### src/ffcd_pkg.sv
// Shared types and constants of the fixed-frame checksum deframer.
package ffcd_pkg;

	localparam int unsigned MAX_PAYLOAD_LEN = 128;

	localparam int unsigned ADDR_W = 4;
	localparam int unsigned DATA_W = 32;

	localparam logic [1:0] REG_SYNC_FIRST  = 2'd0;
	localparam logic [1:0] REG_SYNC_SECOND = 2'd1;
	localparam logic [1:0] REG_PAYLOAD_LEN = 2'd2;
	localparam logic [1:0] REG_BAD_LIMIT   = 2'd3;

	localparam logic [7:0] RST_SYNC_FIRST  = 8'd170;
	localparam logic [7:0] RST_SYNC_SECOND = 8'd85;
	localparam logic [7:0] RST_PAYLOAD_LEN = 8'd64;
	localparam logic [7:0] RST_BAD_LIMIT   = 8'd50;

	localparam logic [7:0]  RUN_MAX   = 8'hFF;
	localparam logic [31:0] TOTAL_MAX = 32'hFFFF_FFFF;

	typedef struct packed {
		logic [7:0] sync_first;
		logic [7:0] sync_second;
		logic [7:0] eff_len;
		logic [7:0] bad_limit;
	} cfg_t;

endpackage

### src/ffcd_rx_if.sv
// Received byte channel.
interface ffcd_rx_if;
	logic       valid;
	logic       ready;
	logic [7:0] rx_byte;

	modport source (output valid, output rx_byte, input ready);
	modport sink (input valid, input rx_byte, output ready);
endinterface

### src/ffcd_res_if.sv
// Result channel: payload pass-through, frame status and counters.
interface ffcd_res_if;
	logic        valid;
	logic        ready;
	logic        payload_valid;
	logic [7:0]  payload_byte;
	logic [6:0]  payload_index;
	logic        frame_done;
	logic        frame_good;
	logic        record_enable;
	logic [7:0]  bad_run_count;
	logic [31:0] good_frames;
	logic [31:0] bad_frames;

	modport source (
		output valid, output payload_valid, output payload_byte, output payload_index,
		output frame_done, output frame_good, output record_enable,
		output bad_run_count, output good_frames, output bad_frames,
		input ready
	);
	modport sink (
		input valid, input payload_valid, input payload_byte, input payload_index,
		input frame_done, input frame_good, input record_enable,
		input bad_run_count, input good_frames, input bad_frames,
		output ready
	);
endinterface

### src/fixed_frame_checksum_deframer_core.sv
// Top level of the fixed-frame checksum deframer.
// Takes one received byte per transfer and returns one result per byte, one byte per
// clock cycle sustained while results are taken. A byte lands in an input register, the
// frame logic (header match, payload sum, checksum compare, saturating counters) runs
// in a single pass and fills the result register, from which the result is offered;
// both registers advance together, so a stalled result only holds up new bytes once the
// input register is full. Write configuration only while no byte is in flight; the
// counters shown with each result are the values after that byte.
module fixed_frame_checksum_deframer_core (
	input  logic                        clk,
	input  logic                        arst_n,
	ffcd_rx_if.sink                     rx,
	ffcd_res_if.source                  result,
	input  logic                        psel,
	input  logic                        penable,
	input  logic                        pwrite,
	input  logic [ffcd_pkg::ADDR_W-1:0] paddr,
	input  logic [ffcd_pkg::DATA_W-1:0] pwdata,
	output logic [ffcd_pkg::DATA_W-1:0] prdata,
	output logic                        pready
);

	ffcd_pkg::cfg_t cfg;

	assign pready = 1'b1;

	ffcd_regs u_regs (
		.clk     (clk),
		.arst_n  (arst_n),
		.psel    (psel),
		.penable (penable),
		.pwrite  (pwrite),
		.paddr   (paddr),
		.pwdata  (pwdata),
		.prdata  (prdata),
		.cfg     (cfg)
	);

	ffcd_core u_core (
		.clk    (clk),
		.arst_n (arst_n),
		.cfg    (cfg),
		.rx     (rx),
		.result (result)
	);

endmodule

### src/ffcd_regs.sv
// Configuration register bank behind the APB-style port.
module ffcd_regs (
	input  logic                        clk,
	input  logic                        arst_n,
	input  logic                        psel,
	input  logic                        penable,
	input  logic                        pwrite,
	input  logic [ffcd_pkg::ADDR_W-1:0] paddr,
	input  logic [ffcd_pkg::DATA_W-1:0] pwdata,
	output logic [ffcd_pkg::DATA_W-1:0] prdata,
	output ffcd_pkg::cfg_t              cfg
);

	logic [7:0] sync_first_q;
	logic [7:0] sync_second_q;
	logic [7:0] payload_len_q;
	logic [7:0] bad_limit_q;
	logic [1:0] reg_idx;
	logic       wr_en;
	logic [7:0] rd_val;

	assign reg_idx = paddr[3:2];
	assign wr_en   = psel & penable & pwrite;

	always_ff @(posedge clk or negedge arst_n) begin
		if (!arst_n) begin
			sync_first_q  <= ffcd_pkg::RST_SYNC_FIRST;
			sync_second_q <= ffcd_pkg::RST_SYNC_SECOND;
			payload_len_q <= ffcd_pkg::RST_PAYLOAD_LEN;
			bad_limit_q   <= ffcd_pkg::RST_BAD_LIMIT;
		end else if (wr_en) begin
			case (reg_idx)
				ffcd_pkg::REG_SYNC_FIRST:  sync_first_q  <= pwdata[7:0];
				ffcd_pkg::REG_SYNC_SECOND: sync_second_q <= pwdata[7:0];
				ffcd_pkg::REG_PAYLOAD_LEN: payload_len_q <= pwdata[7:0];
				ffcd_pkg::REG_BAD_LIMIT:   bad_limit_q   <= pwdata[7:0];
				default: ;
			endcase
		end
	end

	always_comb begin
		case (reg_idx)
			ffcd_pkg::REG_SYNC_FIRST:  rd_val = sync_first_q;
			ffcd_pkg::REG_SYNC_SECOND: rd_val = sync_second_q;
			ffcd_pkg::REG_PAYLOAD_LEN: rd_val = payload_len_q;
			ffcd_pkg::REG_BAD_LIMIT:   rd_val = bad_limit_q;
			default:                   rd_val = '0;
		endcase
	end

	assign prdata = {{(ffcd_pkg::DATA_W-8){1'b0}}, rd_val};

	// Clamp the payload length to one..MAX_PAYLOAD_LEN
	always_comb begin
		cfg.sync_first  = sync_first_q;
		cfg.sync_second = sync_second_q;
		cfg.bad_limit   = bad_limit_q;
		if (payload_len_q == 8'd0) begin
			cfg.eff_len = 8'd1;
		end else if (payload_len_q > 8'(ffcd_pkg::MAX_PAYLOAD_LEN)) begin
			cfg.eff_len = 8'(ffcd_pkg::MAX_PAYLOAD_LEN);
		end else begin
			cfg.eff_len = payload_len_q;
		end
	end

endmodule

### src/ffcd_core.sv
// Frame sync, payload sum, checksum compare and counters, with input and result registers.
module ffcd_core (
	input  logic           clk,
	input  logic           arst_n,
	input  ffcd_pkg::cfg_t cfg,
	ffcd_rx_if.sink        rx,
	ffcd_res_if.source     result
);

	typedef enum logic [1:0] {
		PH_HUNT,
		PH_PAYLOAD,
		PH_CHECK
	} phase_t;

	logic        in_valid_s1;
	logic [7:0]  in_byte_s1;
	logic        advance;

	phase_t      phase_q, phase_n;
	logic [7:0]  prev_q, prev_n;
	logic [7:0]  count_q, count_n;
	logic [7:0]  sum_q, sum_n;
	logic [31:0] good_q, good_n;
	logic [31:0] bad_q, bad_n;
	logic [7:0]  run_q, run_n;

	logic        pv, done, good, rec;
	logic [7:0]  pb;
	logic [6:0]  pi;

	logic        out_valid_s2;
	logic        pv_s2, done_s2, good_s2, rec_s2;
	logic [7:0]  pb_s2;
	logic [6:0]  pi_s2;

	assign advance  = in_valid_s1 & (~out_valid_s2 | result.ready);
	assign rx.ready = ~in_valid_s1 | advance;

	always_ff @(posedge clk or negedge arst_n) begin
		if (!arst_n) begin
			in_valid_s1 <= 1'b0;
			in_byte_s1  <= '0;
		end else if (rx.ready) begin
			in_valid_s1 <= rx.valid;
			in_byte_s1  <= rx.rx_byte;
		end
	end

	always_comb begin
		phase_n = phase_q;
		prev_n  = in_byte_s1;
		count_n = count_q;
		sum_n   = sum_q;
		good_n  = good_q;
		bad_n   = bad_q;
		run_n   = run_q;
		pv      = 1'b0;
		pb      = '0;
		pi      = '0;
		done    = 1'b0;
		good    = 1'b0;
		case (phase_q)
			PH_PAYLOAD: begin
				pv      = 1'b1;
				pb      = in_byte_s1;
				pi      = count_q[6:0];
				sum_n   = sum_q + in_byte_s1;
				count_n = count_q + 8'd1;
				if (count_n >= cfg.eff_len) begin
					phase_n = PH_CHECK;
				end
			end
			PH_CHECK: begin
				done = 1'b1;
				if (sum_q == in_byte_s1) begin
					good = 1'b1;
					if (good_q != ffcd_pkg::TOTAL_MAX) begin
						good_n = good_q + 32'd1;
					end
					run_n = '0;
				end else begin
					if (bad_q != ffcd_pkg::TOTAL_MAX) begin
						bad_n = bad_q + 32'd1;
					end
					if (run_q != ffcd_pkg::RUN_MAX) begin
						run_n = run_q + 8'd1;
					end
				end
				count_n = '0;
				sum_n   = '0;
				prev_n  = '0;
				phase_n = PH_HUNT;
			end
			default: begin
				phase_n = PH_HUNT;
				if (prev_q == cfg.sync_first && in_byte_s1 == cfg.sync_second) begin
					count_n = '0;
					sum_n   = '0;
					phase_n = PH_PAYLOAD;
				end
			end
		endcase
		rec = done & (run_n <= cfg.bad_limit);
	end

	always_ff @(posedge clk or negedge arst_n) begin
		if (!arst_n) begin
			phase_q      <= PH_HUNT;
			prev_q       <= '0;
			count_q      <= '0;
			sum_q        <= '0;
			good_q       <= '0;
			bad_q        <= '0;
			run_q        <= '0;
			out_valid_s2 <= 1'b0;
			pv_s2        <= 1'b0;
			pb_s2        <= '0;
			pi_s2        <= '0;
			done_s2      <= 1'b0;
			good_s2      <= 1'b0;
			rec_s2       <= 1'b0;
		end else if (advance) begin
			phase_q      <= phase_n;
			prev_q       <= prev_n;
			count_q      <= count_n;
			sum_q        <= sum_n;
			good_q       <= good_n;
			bad_q        <= bad_n;
			run_q        <= run_n;
			out_valid_s2 <= 1'b1;
			pv_s2        <= pv;
			pb_s2        <= pb;
			pi_s2        <= pi;
			done_s2      <= done;
			good_s2      <= good;
			rec_s2       <= rec;
		end else if (result.ready) begin
			out_valid_s2 <= 1'b0;
		end
	end

	// Counters beside the result register are the state left by that transfer
	assign result.valid         = out_valid_s2;
	assign result.payload_valid = pv_s2;
	assign result.payload_byte  = pb_s2;
	assign result.payload_index = pi_s2;
	assign result.frame_done    = done_s2;
	assign result.frame_good    = good_s2;
	assign result.record_enable = rec_s2;
	assign result.bad_run_count = run_q;
	assign result.good_frames   = good_q;
	assign result.bad_frames    = bad_q;

endmodule

### src/flat_wrapper.sv
// flat-port wrapper written by rule: the top's interface ports become plain ports
module fixed_frame_checksum_deframer_core_flat 
  (clk, arst_n, psel, penable, pwrite, paddr, pwdata, prdata, pready, rx_valid, rx_rx_byte, rx_ready, result_valid, result_payload_valid, result_payload_byte, result_payload_index, result_frame_done, result_frame_good, result_record_enable, result_bad_run_count, result_good_frames, result_bad_frames, result_ready);
  ffcd_rx_if rx_i ();
  ffcd_res_if result_i ();
  input  logic clk;
  input  logic arst_n;
  input  logic psel;
  input  logic penable;
  input  logic pwrite;
  input  logic [ffcd_pkg::ADDR_W-1:0] paddr;
  input  logic [ffcd_pkg::DATA_W-1:0] pwdata;
  output logic [ffcd_pkg::DATA_W-1:0] prdata;
  output logic pready;
  input wire logic [$bits(rx_i.valid)-1:0] rx_valid;
  input wire logic [$bits(rx_i.rx_byte)-1:0] rx_rx_byte;
  output wire logic [$bits(rx_i.ready)-1:0] rx_ready;
  output wire logic [$bits(result_i.valid)-1:0] result_valid;
  output wire logic [$bits(result_i.payload_valid)-1:0] result_payload_valid;
  output wire logic [$bits(result_i.payload_byte)-1:0] result_payload_byte;
  output wire logic [$bits(result_i.payload_index)-1:0] result_payload_index;
  output wire logic [$bits(result_i.frame_done)-1:0] result_frame_done;
  output wire logic [$bits(result_i.frame_good)-1:0] result_frame_good;
  output wire logic [$bits(result_i.record_enable)-1:0] result_record_enable;
  output wire logic [$bits(result_i.bad_run_count)-1:0] result_bad_run_count;
  output wire logic [$bits(result_i.good_frames)-1:0] result_good_frames;
  output wire logic [$bits(result_i.bad_frames)-1:0] result_bad_frames;
  input wire logic [$bits(result_i.ready)-1:0] result_ready;
  assign rx_i.valid = rx_valid;
  assign rx_i.rx_byte = rx_rx_byte;
  assign rx_ready = rx_i.ready;
  assign result_valid = result_i.valid;
  assign result_payload_valid = result_i.payload_valid;
  assign result_payload_byte = result_i.payload_byte;
  assign result_payload_index = result_i.payload_index;
  assign result_frame_done = result_i.frame_done;
  assign result_frame_good = result_i.frame_good;
  assign result_record_enable = result_i.record_enable;
  assign result_bad_run_count = result_i.bad_run_count;
  assign result_good_frames = result_i.good_frames;
  assign result_bad_frames = result_i.bad_frames;
  assign result_i.ready = result_ready;
  fixed_frame_checksum_deframer_core u_core (.clk(clk), .arst_n(arst_n), .rx(rx_i), .result(result_i), .psel(psel), .penable(penable), .pwrite(pwrite), .paddr(paddr), .pwdata(pwdata), .prdata(prdata), .pready(pready));
endmodule
### config.mk
export PLATFORM = sky130hd
export DESIGN_NAME = fixed_frame_checksum_deframer_core_flat
export DESIGN_NICKNAME = d
export VERILOG_FILES = /design/src/ffcd_pkg.sv /design/src/ffcd_rx_if.sv /design/src/ffcd_res_if.sv /design/src/fixed_frame_checksum_deframer_core.sv /design/src/ffcd_regs.sv /design/src/ffcd_core.sv /design/src/flat_wrapper.sv
export SDC_FILE = /design/constraint.sdc
export NUM_CORES = 1
export LEC_CHECK = 0
export BUFFER_PORTS_ARGS = -buffer_cell sky130_fd_sc_hd__buf_2
export CAP_MARGIN = 20
export CORE_MARGIN = 2
export CORE_UTILIZATION = 25
export CTS_CLUSTER_SIZE = 16
export DETAILED_ROUTE_END_ITERATION = 8
export GPL_ROUTABILITY_DRIVEN = 0
export PLACE_DENSITY = 0.48
export SETUP_SLACK_MARGIN = 0.15
export SLEW_MARGIN = 40
export SYNTH_ARGS = -nofsm -noshare
export SYNTH_HDL_FRONTEND = slang
export SYNTH_SLANG_ARGS = --single-unit
### constraint.sdc
create_clock -name clk -period 3.68 [get_ports clk]
set_input_delay 0.184 -clock clk [delete_from_list [all_inputs] [get_ports clk]]
set_output_delay 0.184 -clock clk [all_outputs]
set_load 0.005 [all_outputs]
==> results.yml, run 1 <==
run_status:
  status: "finished clean"
sta:
  relSlewSlack: 0.465
  fin_crit_sh: 0.790
  clock_skew_ps: 11.9
  finalHoldViolCount: 0
  max_freq_mhz: 344
  finalSetupViolCount: 0
  layout_min_cycle_time_ps: 2910
  maxSlewViolCount: 0
  rsz0062_at_grt: "no"
  worst_pin_slew_ps: 799
  fin_tns_setup_ps: 0
drt:
  routed_via_density: 4.44
  drt_iter0_drc: 305
  drc: 0
  first_pass_iters: 4
  num_vias: 6154
  wire_per_inst_um: 15.7
  final_antenna_net_count: 0
  routed_wl_mm: 21.8
yosys:
  synth_adder_area_share: 0.0458
  synth_common_cells: "dfrtp_1 (147), nand2_1 (107), xnor2_1 (60), nand3_1 (50), nor2_1 (43)"
  syn-cell-area_um2: 8360
  synthTopCellsByArea: "dfrtp_1 (44%), xnor2_1 (6.3%), mux2_2 (5.7%), nand2_1 (4.8%), ha_1 (4.3%)"
  synth-xor-area-share: 0.0985
  ys_seq_elements: 159
  synth.top_cell.area_share: 0.440
  synth_cells: 787
  ys_warn_count: 0
  seq_area_frac_synth: 0.478
  synthSimpleGateAreaFrac: 0.180
  dominantRegCellSynth: "dfrtp_1"
  synth_area_per_cell_um2: 10.6
  synth_top_family_by_area: "simple AND/OR/NAND/NOR gates"
  ys_types: 58
  synth_compound_gate_area_share: 0.0698
  async_flop_share: 1.00
  synth_edf_count: 0
  synth_top_area_cell: "dfrtp_1"
  synth_mux_area_frac: 0.0832
  yosysMostFrequentCell: "dfrtp_1"
floorplan:
  die_h_um: 187
  fp-row-count: 66
  io_pins: 177
  start_util: 0.256
  die-area_um2: 34900
  core_um2: 32700
  fp.dieW_um: 187
grt:
  grt_pass1_wl_mm: 35.5
  grt_overflow: 0
  grt_max_degree: 73
  grt_pass1_vias: 6234
  antenna_found_initial: 0
  grt_use_total: 0.129
critical_path:
  cp.arrival_ps: 3210
  crit_buf_inv: 0
  ff2ff_setup_slack_ps: 770
  critPathSlowestCell: "dfrtp_1"
  cp_top_family: "simple AND/OR/NAND/NOR gates"
  start_kind: "flop"
  crit_path_max_incr_delay_ps: 460
  crit_fanout: 9
  worstSetupPathType: "flop to flop"
  worst_setup_path_end_kind: "flop"
  required_ps: 3980
  worstPathCellList: "ha_1 -> and2_1 -> a41oi_2 -> nand2_1 -> nor2_1 -> xnor2_1 -> nor2_1 -> ha_1 -> and4_1 -> o21ai_0 -> a32oi_1 -> o21ai_0"
placement:
  portBuffers: 125
  hpwl_mm: 16.0
  placed_cell_area_um2: 9470
pwr:
  irDropWorstVdd_mv: 0.306
  p_leak_nw: 4.90
  p_per_area_nw_per_um2: 479
  power.total_mw: 4.87
cells_and_area:
  fin_nets: 1012
  layout-drive-gt1-share: 0.269
  area_delta_synth_final_pct: 21.6
  fin_area_um2: 10200
  diodes: 0
clock_tree:
  cts_made_buffers: 17
  cts_root_buffer: "clkbuf_16"
  tritoncts: "built"
  cts-root-to-sink-buffers: 2
  htree_levels: 4
  clock_sinks: 159
  clkTransAtPathRegs_ps: 60
  clk_latency_ps: 430
  post-cts-setup-buffers: 0
min_path:
  hold_path_class: "input port to flop"
job:
  max_cap_violations: 0
==> path summary, 6_finish.rpt <==
| kind | end | from | cells after the start |
|---|---|---|---|
| min in group asynchronous | u_core.u_core.result.bad_frames[20]$_DFFE_PN0P_ | arst_n | 2 |
| setup reg to reg | u_core.u_core.result.record_enable$_DFFE_PN0P_ | u_core.u_core.result.bad_run_count[0]$_DFFE_PN0P_ | 12 |
| max in group asynchronous | u_core.u_regs.bad_limit_q[5]$_DFFE_PN1P_ | arst_n | 3 |
| hold / removal | u_core.u_core.in_byte_s1[0]$_DFFE_PN0P_ | rx_rx_byte[0] | 2 |
| hold reg to reg | u_core.u_core.result.payload_index[1]$_DFFE_PN0P_ | u_core.u_core.result.payload_index[1]$_DFFE_PN0P_ | 2 |
| setup / recovery | u_core.u_core.result.record_enable$_DFFE_PN0P_ | u_core.u_core.result.bad_run_count[0]$_DFFE_PN0P_ | 12 |
==> power breakdown <==
group / switching, mW / internal, mW
clock: 0.756 / 1.06
sequential: 0.204 / 1.95
combinational: 0.454 / 0.444
==> logic make-up (layout without fill, tap and decap cells) <==
logic type / Yosys count / after routing
compound gates: 80 / 80
xor+xnor: 94 / 94
fa+ha+maj: 30 / 30
buf+inv: 70 / 204
flops: 159 / 159
mux: 54 / 54
other cells: 2 / 25
simple gates: 298 / 298
==> through the flow <==
stage | utilization | std cells | setup slack [ps] | hold slack [ps]
3_3_place_gp | 0.290 | 1345 | 740 | 261
3_5_place_dp | 0.290 | 1345 | 739 | 259
6_report | 0.311 | 1386 | 771 | 19.4
4_1_cts | 0.311 | 1386 | 718 | 5.43
5_1_grt | 0.311 | 1386 | 492 | 21.9
2_1_floorplan | - | 810 | 975 | -112
==> flip-flops by register name, summed over array words and instances (netlist names), 2 cells and up <==
signal / flops
u_core.u_regs.bad_limit_q: 8
u_core.u_core.result.bad_run_count: 8
u_core.u_core.sum_q: 8
u_core.u_regs.payload_len_q: 8
u_core.u_core.result.payload_index: 7
u_core.u_core.result.good_frames: 32
u_core.u_regs.sync_first_q: 8
u_core.u_core.prev_q: 8
u_core.u_core.count_q: 8
u_core.u_regs.sync_second_q: 8
u_core.u_core.result.bad_frames: 32
u_core.u_core.in_byte_s1: 8
u_core.u_core.result.payload_byte: 8
u_core.u_core.phase_q: 2
==> worst register-to-register path: cells and delay by family, from the launching register on <==
| family | cells | cell delay, ps |
|---|---|---|
| and+or+nand+nor | 5 | 840 |
| AOI/OAI and AO/OA | 4 | 780 |
| adders and majority gates | 2 | 530 |
| DFF | 1 | 460 |
| xor gates and xnor gates | 1 | 150 |
==> per-layer routing <==
metal	GRT usage	part of all wire	up-vias
met2	0.199	0.45	138
li1	-	-	2994
met3	0.0261	0.038	14
met5	0	0	-
met1	0.183	0.50	3008
met4	0.0339	0.011	0
==> final cells by class <==
type                    instances  area, µm²
fillers                      3444      22500
multi-input cells             581       4090
flip-flops and latches        159       3990
repair buffers                147        832
well taps                     442        553
clock buffers                  21        470
clock inverters                11        133
inverters                      25       93.8
==> layout by cell type, fill, tap and decap left out, types with 23 or more instances in the layout <==
| cell | count |
|---|---|
| buf_2 | 124 |
| conb_1 | 25 |
| dfrtp_1 | 147 |
| ha_1 | 29 |
| inv_1 | 25 |
| mux2_2 | 42 |
| nand2_1 | 107 |
| nand3_1 | 50 |
| nand4_1 | 25 |
| nor2_1 | 42 |
| o21ai_0 | 23 |
| xnor2_1 | 60 |
| xor2_1 | 34 |
==> timing repair <==
| action | in CTS | in global routing |
|---|---|---|
| hold buffers | 9 | 0 |
| gates resized for setup | 0 | 0 |
| hold endpoints to repair | 78 | 0 |
No activity file was read; power rests on OpenSTA's default activity.
==> run 2: changes to the inputs <==
- ABC_AREA: default -> 1
- PLACE_DENSITY: 0.48 -> 0.49
- clock period: 3.68 -> 2.5 ns (I/O delays scaled with it)
==> results.yml, run 2 <==
pwr:
  power.total_mw: 6.97
  swShare: 0.280
  p_per_area_nw_per_um2: 573
  irDropWorstVdd_mv: 0.479
  power_frac_comb: 0.155
  power_frac_seq: 0.422
  switchingPower_mw: 1.95
  pwr-share-clk: 0.423
  power.internal_mw: 5.01
  p_leak_nw: 6.19
placement:
  pre_cts_ws_ps: -15.4
  portBuffers: 125
  hpwl_mm: 22.3
  placed_cell_area_um2: 11100
  dp.cells: 2029
critical_path:
  critPathSlowestCell: "dfrtp_1"
  required_ps: 2840
  crit_path_frequent_cell: "nand2_1"
  worstSetupPathType: "flop to flop"
  cp.arrival_ps: 2710
  crit_path_max_incr_delay_ps: 390
  start_kind: "flop"
  worstPathCellList: "ha_1 -> nor2_1 -> nand2_1 -> nor2_2 -> nand2_2 -> nor2_4 -> inv_2 -> nand3b_1 -> inv_2 -> ha_4 -> a21oi_2 -> o21ai_1 -> nand2_1 -> nand3_2 -> o21ai_2 -> nand2_1 -> nand2_1"
  worst_setup_path_end_kind: "flop"
  crit_fanout: 4
clock_tree:
  tritoncts: "built"
  clkTransAtPathRegs_ps: 70
  cts-root-to-sink-buffers: 2
  cts_root_buffer: "clkbuf_16"
  htree_levels: 4
  clk_latency_ps: 450
  cts_made_buffers: 17
  clock_sinks: 159
yosys:
  ys_types: 41
  synth-xor-area-share: 0.0330
  yosysMostFrequentCell: "nand2_1"
  synth_compound_gate_area_share: 0.0683
  synth.top_cell.area_share: 0.375
  synthSimpleGateAreaFrac: 0.356
  syn-cell-area_um2: 9810
  synth_top_area_cell: "dfrtp_1"
  ys_warn_count: 0
  seq_area_frac_synth: 0.407
  synth_mux_area_frac: 0
  ys_seq_elements: 159
  synth_common_cells: "nand2_1 (575), dfrtp_1 (147), inv_1 (137), nor2_1 (108), o21ai_0 (83)"
  synth_cells: 1381
  synth_adder_area_share: 0.0390
  synth_top_family_by_area: "simple AND/OR/NAND/NOR gates"
  synthTopCellsByArea: "dfrtp_1 (37%), nand2_1 (22%), inv_1 (5.2%), o21ai_0 (4.2%), nor2_1 (4.1%)"
  synth_area_per_cell_um2: 7.10
  synth_edf_count: 0
  async_flop_share: 1.00
  dominantRegCellSynth: "dfrtp_1"
sta:
  hold_slack_ps: 21.3
  fin_crit_sh: 0.947
  max_freq_mhz: 422
  fin_tns_setup_ps: 0
  rsz0062_at_grt: "yes"
  relSlewSlack: 0.554
  maxSlewViolCount: 0
  layout_min_cycle_time_ps: 2370
  clock_skew_ps: 13.4
  setup_slack_ps: 132
  worst_pin_slew_ps: 665
  finalHoldViolCount: 0
  finalSetupViolCount: 0
grt:
  grt_overflow: 0
  grt_use_total: 0.149
  antenna_found_initial: 0
  grt_max_degree: 56
  grt_pass1_vias: 8696
  grt_pass1_wl_mm: 48.0
cells_and_area:
  layout-drive-gt1-share: 0.191
  diodes: 0
  final_common_cell: "nand2_1"
  post-route-util: 0.314
  fin_nets: 1635
  area_delta_synth_final_pct: 23.9
  final_cell_mix: "nand2_1 (570), dfrtp_1 (147), inv_1 (135)"
  stdcell_count: 2085
  fin_area_um2: 12200
  fillerInstances: 4253
floorplan:
  fp.dieW_um: 202
  io_pins: 177
  start_util: 0.253
  fp-row-count: 72
  die-area_um2: 40800
  die_h_um: 202
  core_um2: 38700
drt:
  num_vias: 9013
  drc: 0
  routed_wl_mm: 29.8
  final_antenna_net_count: 0
  wire_per_inst_um: 14.3
  drt_iter0_drc: 645
  routed_via_density: 4.32
  first_pass_iters: 5
min_path:
  hold_path_class: "input port to flop"
job:
  max_cap_violations: 0
run_status:
  status: "finished clean"
-- run 2: changes by cell type after synthesis, moves of 12 or more --
cell / delta
mux2_2: -42
nand3b_1: +18
and3_1: -13
xor2_1: -13
nand2_2: +29
nor2_1: +65
o21ai_0: +60
nor3_1: +15
xnor2_1: -44
nand4_1: -12
nand2_1: +468
inv_1: +112
-- run 2: metal layers --
metal / vias to the layer above / track usage / part of all wire
met5: - / 0 / 0
met4: 0 / 0.0448 / 0.020
met3: 36 / 0.0348 / 0.043
met2: 151 / 0.234 / 0.45
met1: 4203 / 0.205 / 0.49
li1: 4623 / - / -
-- run 2: worst paths after layout --
check                      slack [ps]                                               end                                             start  cells after the start
max in group asynchronous        1580   u_core.u_core.result.bad_frames[29]$_DFFE_PN0P_                                            arst_n                      3
max reg2reg                       130    u_core.u_core.result.record_enable$_DFFE_PN0P_                u_core.u_core.sum_q[4]$_DFFE_PN0P_                     17
min in group asynchronous         210          u_core.u_regs.bad_limit_q[0]$_DFFE_PN0P_                                            arst_n                      2
min reg2reg                       480  u_core.u_core.result.payload_byte[6]$_DFFE_PN0P_  u_core.u_core.result.payload_byte[6]$_DFFE_PN0P_                      2
max                               130    u_core.u_core.result.record_enable$_DFFE_PN0P_                u_core.u_core.sum_q[4]$_DFFE_PN0P_                     17
min                                20        u_core.u_regs.sync_second_q[6]$_DFFE_PN1P_                                         pwdata[6]                      3
-- run 2: worst max-delay path: cells and delay by family, from the launching register on --
family                     cells  cell delay [ps]
and+or+nand+nor               10              940
AOI/OAI and AO/OA              3              230
buffers and inverters          2              130
DFF                            1              390
adders and majority gates      2              570
-- run 2: kinds of logic after synthesis --
logic type                 Yosys count
adders and majority gates           30
xor gates and xnor gates            37
buffers and inverters              196
other                                2
and+or+nand+nor                    836
DFF                                159
AOI/OAI and AO/OA                  121
-- run 2: cell type report --
cell class	count	area, µm²	share of cell area
Multi-Input combinational cell	1049	5180	0.426
Sequential cell	159	3990	0.328
Timing Repair Buffer	182	1140	0.0941
Tap cell	518	648	0.0533
Inverter	145	549	0.0452
Clock buffer	21	460	0.0379
Clock inverter	11	188	0.0154
-- run 2: timing repair --
item / in CTS / in global routing
setup buffers: 3 / 8
gates resized for setup: 26 / 30
hold endpoints to repair: 57 / 0
setup endpoints to repair: 1 / 65
pin swaps: 22 / 16
hold buffers: 13 / 0
-- run 2: power groups by stage --
stage	Combinational [mW]	Clock, mW	Sequential, mW
final	1.08	2.95	2.94
after detailed placement	0.942	0	2.98
after global placement	0.932	0	2.97
after CTS	1.04	3.04	2.93
after floorplan	0.580	0	2.93
after global routing	1.24	3.14	2.97
==> run 3: changes to the inputs <==
- CORE_ASPECT_RATIO: default -> 1.75
==> results.yml, run 3 (synthesis gave the netlist of run 2 again) <==
drt:
  num_vias: 8982
  first_pass_iters: 4
  drc: 0
  wire_per_inst_um: 15.3
  routed_wl_mm: 31.3
  routed_via_density: 4.38
  drt_iter0_drc: 320
  final_antenna_net_count: 0
sta:
  fin_tns_setup_ps: 0
  layout_min_cycle_time_ps: 2350
  relSlewSlack: 0.549
  clock_skew_ps: 16.6
  hold_slack_ps: 19.8
  maxSlewViolCount: 0
  rsz0062_at_grt: "yes"
  fin_crit_sh: 0.942
  worst_pin_slew_ps: 677
  max_freq_mhz: 425
  finalSetupViolCount: 0
  finalHoldViolCount: 0
critical_path:
  worst_setup_path_end_kind: "flop"
  required_ps: 2880
  critPathSlowestCell: "dfrtp_1"
  crit_path_max_incr_delay_ps: 390
  crit_path_frequent_cell: "nor2_1"
  crit_fanout: 3
  start_kind: "flop"
  crit_buf_inv: 1
  cp_top_family: "simple AND/OR/NAND/NOR gates"
  worstPathCellList: "ha_1 -> nor2_1 -> nand2_1 -> nor2_2 -> nand2_2 -> nor2_4 -> buf_6 -> nor2_1 -> ha_1 -> a21oi_2 -> nor2_1 -> nor2_1 -> nand3_1 -> o21ai_2 -> nand2_1 -> nand2_1"
  worstSetupPathType: "flop to flop"
  cp.arrival_ps: 2740
grt:
  grt_overflow: 0
  grt_use_total: 0.156
  grt_max_degree: 64
  antenna_found_initial: 0
  grt_pass1_vias: 9011
  grt_pass1_wl_mm: 49.5
clock_tree:
  cts_made_buffers: 17
  htree_levels: 4
  clkTransAtPathRegs_ps: 70
  clock_sinks: 159
  tritoncts: "built"
  cts_root_buffer: "clkbuf_16"
  clk_latency_ps: 450
  cts-root-to-sink-buffers: 2
placement:
  placed_cell_area_um2: 11100
  hpwl_mm: 24.1
  portBuffers: 125
  dp.cells: 2002
cells_and_area:
  stdcell_count: 2052
  layout-drive-gt1-share: 0.184
  area_delta_synth_final_pct: 21.8
  fin_area_um2: 12000
  diodes: 0
  fin_nets: 1630
  final_cell_mix: "nand2_1 (570), dfrtp_1 (146), inv_1 (135)"
  final_common_cell: "nand2_1"
min_path:
  hold_path_class: "input port to flop"
floorplan:
  io_pins: 177
  fp.dieW_um: 154
  die-area_um2: 40900
  die_h_um: 266
  core_um2: 38900
  fp-row-count: 96
  start_util: 0.252
pwr:
  irDropWorstVdd_mv: 0.493
  p_leak_nw: 6.11
  p_per_area_nw_per_um2: 547
  power.total_mw: 6.53
job:
  max_cap_violations: 0
run_status:
  status: "finished clean"
run 3: cell types whose count changed in the layout (fill, tap and decap cells not counted), moves of 3 or more:
| cell | change |
|---|---|
| clkinv_4 | +3 |
| buf_4 | -6 |
| bufinv_16 | -4 |
| nor2_4 | -3 |
run 3: worst min-delay path, cell delays in order:
cell,delay (ps)
buf_2,90
inv_1,130
o21ai_0,110
run 3: power breakdown:
part / internal (mW) / leakage (nW) / switching [mW] / total [mW]
combinational: 0.377 / 3.74 / 0.611 / 0.988
clock: 1.41 / 0.260 / 1.19 / 2.60
sequential: 2.77 / 2.11 / 0.176 / 2.95
run 3: through the flow:
stage | utilization | setup slack, ps
global route | 0.307 | 18.2
global placement | 0.284 | -45.2
finish | 0.307 | 146
floorplan | - | 161
detailed placement | 0.284 | -79.4
CTS | 0.304 | 141
run 3: final timing paths:
kind                                                              from                                              to  slack, ps  depth (start not counted)
min                                                          pwdata[3]       u_core.u_regs.sync_first_q[3]$_DFFE_PN1P_         20                          3
min in group asynchronous                                       arst_n      u_core.u_regs.payload_len_q[2]$_DFFE_PN0P_        250                          2
max                            u_core.u_core.in_byte_s1[4]$_DFFE_PN0P_  u_core.u_core.result.record_enable$_DFFE_PN0P_        150                         16
min reg2reg                u_core.u_core.result.frame_done$_DFFE_PN0P_     u_core.u_core.result.frame_done$_DFFE_PN0P_        480                          2
max in group asynchronous                                       arst_n       u_core.u_regs.sync_first_q[7]$_DFFE_PN1P_       1440                          3
max reg2reg                    u_core.u_core.in_byte_s1[4]$_DFFE_PN0P_  u_core.u_core.result.record_enable$_DFFE_PN0P_        150                         16
run 3: per-layer routing:
layer | part of all wire | vias up | global-route usage
met5 | 0 | - | 0
met4 | 0.048 | 0 | 0.0821
met3 | 0.024 | 66 | 0.0228
met2 | 0.54 | 180 | 0.296
met1 | 0.39 | 4128 | 0.164
li1 | - | 4608 | -
run 3: repair_timing:
item	in CTS	in global routing
setup buffers	1	4
hold buffers	13	0
endpoints found under the hold margin	65	0
setup endpoints to repair	1	32
resized for setup	19	22
pin swaps	11	13
run 3: cell type report:
| type | count | area [µm²] |
|---|---|---|
| fill | 4332 | 27000 |
| tap | 490 | 613 |
| inverter | 145 | 547 |
| clock buffer | 21 | 450 |
| sequential | 159 | 4000 |
| timing repair buffer | 177 | 1120 |
| clock inverter | 11 | 109 |
| multi-input combinational | 1049 | 5120 |
